$ cat config.mk
export PLATFORM = sky130hd
export DESIGN_NAME = fcull_dot
export DESIGN_NICKNAME = d
export VERILOG_FILES = /design/src/rtl/fcull_pkg.sv /design/src/rtl/fcull_dot.sv
export SDC_FILE = /design/constraint.sdc
export NUM_CORES = 2
export LEC_CHECK = 0
export ABC_AREA = 1
export BUFFER_PORTS_ARGS = -buffer_cell sky130_fd_sc_hd__buf_2
export CORE_MARGIN = 2
export CORE_UTILIZATION = 47
export CTS_CLUSTER_SIZE = 24
export DETAILED_ROUTE_END_ITERATION = 12
export HOLD_SLACK_MARGIN = 0.15
export PLACE_DENSITY = 0.67
export SLEW_MARGIN = 10
export SYNTH_ARGS = -nofsm -noshare
export SYNTH_HDL_FRONTEND = slang
export SYNTH_SLANG_ARGS = --single-unit
$ cat constraint.sdc
create_clock -name clk_i -period 11.5 [get_ports clk_i]
set_input_delay 2.3 -clock clk_i [delete_from_list [all_inputs] [get_ports clk_i]]
set_output_delay 2.3 -clock clk_i [all_outputs]
set_load 0.005 [all_outputs]
$ cat src/rtl/fcull_pkg.sv
// ----------------------------------------------------------------------------
// fcull_pkg
// Shared types and constants for the frustum cull test block.
// ----------------------------------------------------------------------------
package fcull_pkg;

  // Payload field widths
  localparam int unsigned FIELD_W         = 32;
  localparam int unsigned RADIUS_W        = 31;
  localparam int unsigned MASK_W          = 7;
  localparam int unsigned KIND_W          = 2;
  localparam int unsigned PLANE_W         = 3;
  localparam int unsigned COEF_W          = 2;

  // Plane store geometry
  localparam int unsigned NUM_PLANES      = 6;
  localparam int unsigned COEF_PER_PLANE  = 4;
  localparam int unsigned STORE_DEPTH     = NUM_PLANES * COEF_PER_PLANE;
  localparam int unsigned ADDR_W          = PLANE_W + COEF_W;

  // Q16.16 scaling of the plane offset and the radius
  localparam int unsigned Q_SHIFT         = 16;

  // Default coordinate width
  localparam int unsigned COORD_WIDTH_DEF = 32;

  // Last sequencer step index per plane
  localparam int unsigned STEP_W          = 3;
  localparam logic [STEP_W-1:0] LAST_STEP_SIMPLE = STEP_W'(3);
  localparam logic [STEP_W-1:0] LAST_STEP_BOX    = STEP_W'(6);

  // Mask codes
  localparam logic [MASK_W-1:0] MASK_OUTSIDE    = MASK_W'(0);
  localparam logic [MASK_W-1:0] MASK_INSIDE     = MASK_W'(1);
  localparam logic [MASK_W-1:0] FIRST_PLANE_BIT = MASK_W'(2);

  typedef enum logic [KIND_W-1:0] {
    KIND_LOAD   = 2'd0,
    KIND_POINT  = 2'd1,
    KIND_SPHERE = 2'd2,
    KIND_BOX    = 2'd3
  } kind_e;

  typedef enum logic [COEF_W-1:0] {
    COEF_NX = 2'd0,
    COEF_NY = 2'd1,
    COEF_NZ = 2'd2,
    COEF_D  = 2'd3
  } coef_e;

  // What one multiply-accumulate beat does
  typedef enum logic [1:0] {
    OP_POS = 2'd0,  // n * position, into the main accumulator
    OP_PV  = 2'd1,  // n * positive-vertex coordinate
    OP_NV  = 2'd2,  // n * negative-vertex coordinate
    OP_OFS = 2'd3   // d << 16, into both accumulators
  } op_e;

  typedef enum logic [1:0] {
    ST_IDLE   = 2'd0,
    ST_RUN    = 2'd1,
    ST_FINISH = 2'd2
  } state_e;

  typedef struct packed {
    logic               valid;
    op_e                op;
    coef_e              coef;
    logic               first;
    logic               last;
    logic [PLANE_W-1:0] plane;
  } op_t;

endpackage

$ cat src/rtl/fcull_dot.sv
// ----------------------------------------------------------------------------
// fcull_dot
// Shared multiply-accumulate unit: one coefficient times one coordinate per
// beat, summed into the plane distance at full width.
// ----------------------------------------------------------------------------
module fcull_dot
  import fcull_pkg::*;
#(
  parameter int unsigned COORD_WIDTH = COORD_WIDTH_DEF,
  localparam int unsigned ACC_W      = 2 * COORD_WIDTH + 3
) (
  input  logic                          clk_i,
  input  logic                          rst_ni,
  input  logic                          flush_i,
  input  op_t                           op_i,
  input  logic signed [COORD_WIDTH-1:0] coef_i,
  input  logic signed [COORD_WIDTH-1:0] min_x_i,
  input  logic signed [COORD_WIDTH-1:0] min_y_i,
  input  logic signed [COORD_WIDTH-1:0] min_z_i,
  input  logic signed [COORD_WIDTH-1:0] max_x_i,
  input  logic signed [COORD_WIDTH-1:0] max_y_i,
  input  logic signed [COORD_WIDTH-1:0] max_z_i,
  output logic signed [ACC_W-1:0]       acc_pv_o,
  output logic signed [ACC_W-1:0]       acc_nv_o,
  output logic                          eval_o,
  output logic [PLANE_W-1:0]            eval_plane_o,
  output logic                          busy_o
);

  localparam int unsigned PROD_W = 2 * COORD_WIDTH;

  op_t                           op_a_q, op_b_q;
  logic signed [COORD_WIDTH-1:0] lo_c, hi_c, m_c;
  logic                          n_pos;
  logic signed [PROD_W-1:0]      term_d, term_q;
  logic signed [ACC_W-1:0]       term_ext;
  logic signed [ACC_W-1:0]       acc_pv_d, acc_pv_q, acc_nv_d, acc_nv_q;
  logic                          eval_q;
  logic [PLANE_W-1:0]            eval_plane_q;

  // stage B: coefficient from RAM times selected coordinate
  always_comb begin
    unique case (op_a_q.coef)
      COEF_NX: begin lo_c = min_x_i; hi_c = max_x_i; end
      COEF_NY: begin lo_c = min_y_i; hi_c = max_y_i; end
      COEF_NZ: begin lo_c = min_z_i; hi_c = max_z_i; end
      COEF_D:  begin lo_c = min_x_i; hi_c = max_x_i; end
    endcase
    n_pos = !coef_i[COORD_WIDTH-1] && (coef_i != '0);
    unique case (op_a_q.op)
      OP_POS:  m_c = lo_c;
      OP_PV:   m_c = n_pos ? hi_c : lo_c;
      OP_NV:   m_c = n_pos ? lo_c : hi_c;
      OP_OFS:  m_c = lo_c;
    endcase
    if (op_a_q.op == OP_OFS) begin
      term_d = PROD_W'(coef_i) <<< Q_SHIFT;
    end else begin
      term_d = coef_i * m_c;
    end
  end

  // stage C: accumulate
  always_comb begin
    term_ext = ACC_W'(term_q);
    acc_pv_d = acc_pv_q;
    acc_nv_d = acc_nv_q;
    if (op_b_q.valid) begin
      unique case (op_b_q.op)
        OP_POS, OP_PV: acc_pv_d = op_b_q.first ? term_ext : acc_pv_q + term_ext;
        OP_NV:         acc_nv_d = op_b_q.first ? term_ext : acc_nv_q + term_ext;
        OP_OFS: begin
          acc_pv_d = acc_pv_q + term_ext;
          acc_nv_d = acc_nv_q + term_ext;
        end
      endcase
    end
  end

  always_ff @(posedge clk_i or negedge rst_ni) begin
    if (!rst_ni) begin
      op_a_q <= '0;
      op_b_q <= '0;
      eval_q <= 1'b0;
    end else if (flush_i) begin
      op_a_q <= '0;
      op_b_q <= '0;
      eval_q <= 1'b0;
    end else begin
      op_a_q <= op_i;
      op_b_q <= op_a_q;
      eval_q <= op_b_q.valid && op_b_q.last;
    end
  end

  always_ff @(posedge clk_i) begin
    term_q       <= term_d;
    acc_pv_q     <= acc_pv_d;
    acc_nv_q     <= acc_nv_d;
    eval_plane_q <= op_b_q.plane;
  end

  assign acc_pv_o     = acc_pv_q;
  assign acc_nv_o     = acc_nv_q;
  assign eval_o       = eval_q;
  assign eval_plane_o = eval_plane_q;
  assign busy_o       = op_a_q.valid || op_b_q.valid || eval_q;

endmodule

==> flow_metrics.tcl <==
set metrics [dict create \
    status "finished, final reports clean" \
    grt_setup_unrepaired "no" \
    max_slew_margin_pct 16.73 \
    cap_violations 0 \
    htreeDepth 1 \
    ys_warn_count 0 \
    cp_data_arrival_time_ps 11820 \
    core.rowCount 128 \
    hold_class "register to register" \
    mostFrequentLayoutCells "nand2_1, inv_1, fa_1" \
    critical_path_class "input pin to register" \
    die_y_um 354.3 \
    tightest_slew_ps 1236 \
    multi_input_area_um2 44940 \
    finalMaxSlewViolations 0 \
    worstSkewPairLatency_ps 620 \
    dp_hpwl_um 219200 \
    pre_cts_ws_ps -696.5 \
    cp_slowest_cell "o21ai_4" \
    wl_per_cell_um 27.10 \
    drtPass1Iterations 6 \
    avgSynthCellArea_um2 7.615 \
    fin_ws_ps 142.5 \
    seq_area_frac_synth_pct 10.13 \
    hold_viol 0 \
    synth_cell_type_count 50 \
    wl_um 259400 \
    setup_viol 0 \
    grt_max_degree 76 \
    path_clk_slew_ps 70 \
    antenna_found_initial 11 \
    initial_core_util_pct 47.37 \
    ant_nets 0 \
    setup_tns_ps 0 \
    drt_iter0_markers 6096 \
    fin_nets 9564 \
    layout_commonest_cell "nand2_1" \
    vias 55530 \
    post_route_cells_drive_above_1_share_pct 9.921 \
    dieArea_um2 125500 \
    core_um2 121700 \
    gr-total-overflow 0 \
    grtUsageTotal_pct 41.31 \
    syn-num-nets 9214 \
    io_buffer_count 375 \
    fill_cells 12160 \
    routed_via_density 5.801 \
    crit_fanout 19 \
    period_minus_slack_ps 11360 \
    layout.area.seq_um2 5841 \
    grt_pass1_wl_um 379300 \
    end_kind "register" \
    cts_max_path_buffers 3 \
    crit_buf_inv 5 \
    drc_errors 0 \
    cts_tree "done" \
    place.gp.congestion 1.057 \
    synth_edf_count 134 \
    syn_to_final_growth_pct 9.652 \
    numClockSinks 220 \
    root_buffer "clkbuf_16" \
    die_x_um 354.3 \
    syn_inst 7572 \
    async_reset_ff_share_pct 8.636 \
    fmax_ghz 0.08805 \
    cp_data_required_time_ps 11960 \
    cts_inserted_buffers 27 \
    netlist_area_um2 57660 \
    path_common_cell "fa_1" \
    ios 376 \
    grt_pass1_vias 57330 \
    ys.flop_type "edfxtp_1" \
    path_delay_family "adder cells" \
    slowest_delay_ps 680 \
    timing.final.crit_share_pct 98.76 \
    startpoint_type "input pin" \
    fin_worst_skew_ps 38.75 \
    synth-seq-cells 220 \
]
-- layer usage --
layer	global-route usage (%)	share of wire [%]	wire length [um]
met5	0	0.017	45
met4	27.24	8.3	21470
met3	8.992	9.8	25510
met2	65.97	45	116400
met1	50.49	37	95950
-- layout make-up --
cell class	instances	area share (%)
Sequential cell	220	9.238
Clock inverter	10	0.2355
Timing Repair Buffer	612	6.079
Inverter	1474	8.759
Antenna cell	4	0.01583
Tap cell	1625	3.216
Clock buffer	40	1.383
Multi-Input combinational cell	5587	71.07
-- metrics by stage --
step / instance area (um^2) / hold WS (ps) / utilization [%] / cells
floorplan: 57660 / 324.2 / - / 7572
global placement: 62180 / 324.7 / 51.08 / 9517
detailed placement: 62180 / 334.1 / 51.08 / 9517
CTS: 63210 / 350.0 / 51.93 / 9568
global route: 63220 / 351.1 / 51.94 / 9569
finish: 63230 / 344.9 / 51.94 / 9572
-- logic make-up (layout without fill, tap and decap cells) --
logic type | after synthesis | in the layout | synth area share (%)
AND/OR/NAND/NOR | 2825 | 2825 | 20.47
buffers and inverters | 1766 | 2136 | 12.03
adder cells (fa/ha/maj) | 1405 | 1405 | 44.60
AO/OA/AOI/OAI | 1297 | 1298 | 11.87
XOR/XNOR | 59 | 59 | 0.8962
flip-flops | 220 | 220 | 10.13
other | 0 | 4 | 0
-- timing repair --
action                                  in CTS  in global routing
gates resized for setup                      0                  1
pin swaps                                    1                  0
endpoints found under the setup margin       2                  3
buffers inserted                             0                  0
cloned                                       1                  0
hold buffers                                 0                  0
-- worst reg2reg max path, delay by kind of cell (launching register included) --
kind	cells	cell delay [ps]
compound gates	1	370
flops	1	420
buf+inv	6	1700
simple gates	12	3150
fa+ha+maj	10	4820
-- state kept, by name, summed over array words and instances (netlist names) --
signal and flops:
acc_nv_o 67, acc_pv_o 67, term_q 64, op_a_q 10
op_b_q 8, eval_plane_o 3, eval_o 1
-- synth_stat cells, types with 9 or more instances --
cell / number / share of area, %
a21o_1: 9 / 0.12
o21a_1: 15 / 0.20
buf_2: 97 / 0.84
nand3_1: 350 / 3.0
inv_2: 14 / 0.091
nand3b_1: 19 / 0.25
a21oi_2: 10 / 0.15
buf_4: 32 / 0.42
xnor2_1: 47 / 0.71
edfxtp_1: 134 / 7.0
nand3_2: 15 / 0.26
nand2_4: 14 / 0.27
nand2_2: 26 / 0.28
fa_1: 1084 / 38
o21bai_1: 39 / 0.51
xor2_1: 12 / 0.18
nand4_1: 46 / 0.50
nor3_1: 37 / 0.32
dfrtp_1: 19 / 0.82
o22ai_1: 10 / 0.11
clkbuf_1: 143 / 0.93
nor2_1: 622 / 4.0
dfxtp_1: 67 / 2.3
or2_2: 26 / 0.28
a21oi_1: 807 / 7.0
buf_1: 13 / 0.085
nor4_1: 14 / 0.15
o21ai_0: 319 / 2.8
a31oi_1: 66 / 0.72
inv_1: 1453 / 9.5
nand2_1: 1631 / 11
ha_1: 321 / 7.0
-- final timing paths --
path,slack (ps),cells past startpoint,start,to
min in group asynchronous,1630,1,rst_ni,op_a_q[7]
worst max-delay path,140,31,coef_i[17],term_q[49]
worst min-delay path,340,0,op_b_q[2],eval_plane_o[2]
worst max register to register,920,29,op_a_q[6],term_q[49]
worst min register to register,340,0,op_b_q[2],eval_plane_o[2]
max in group asynchronous,9550,1,rst_ni,op_b_q[8]
Power is not shown: default switching activity piles up to over one toggle a cycle in this logic, so the estimate is an artifact.
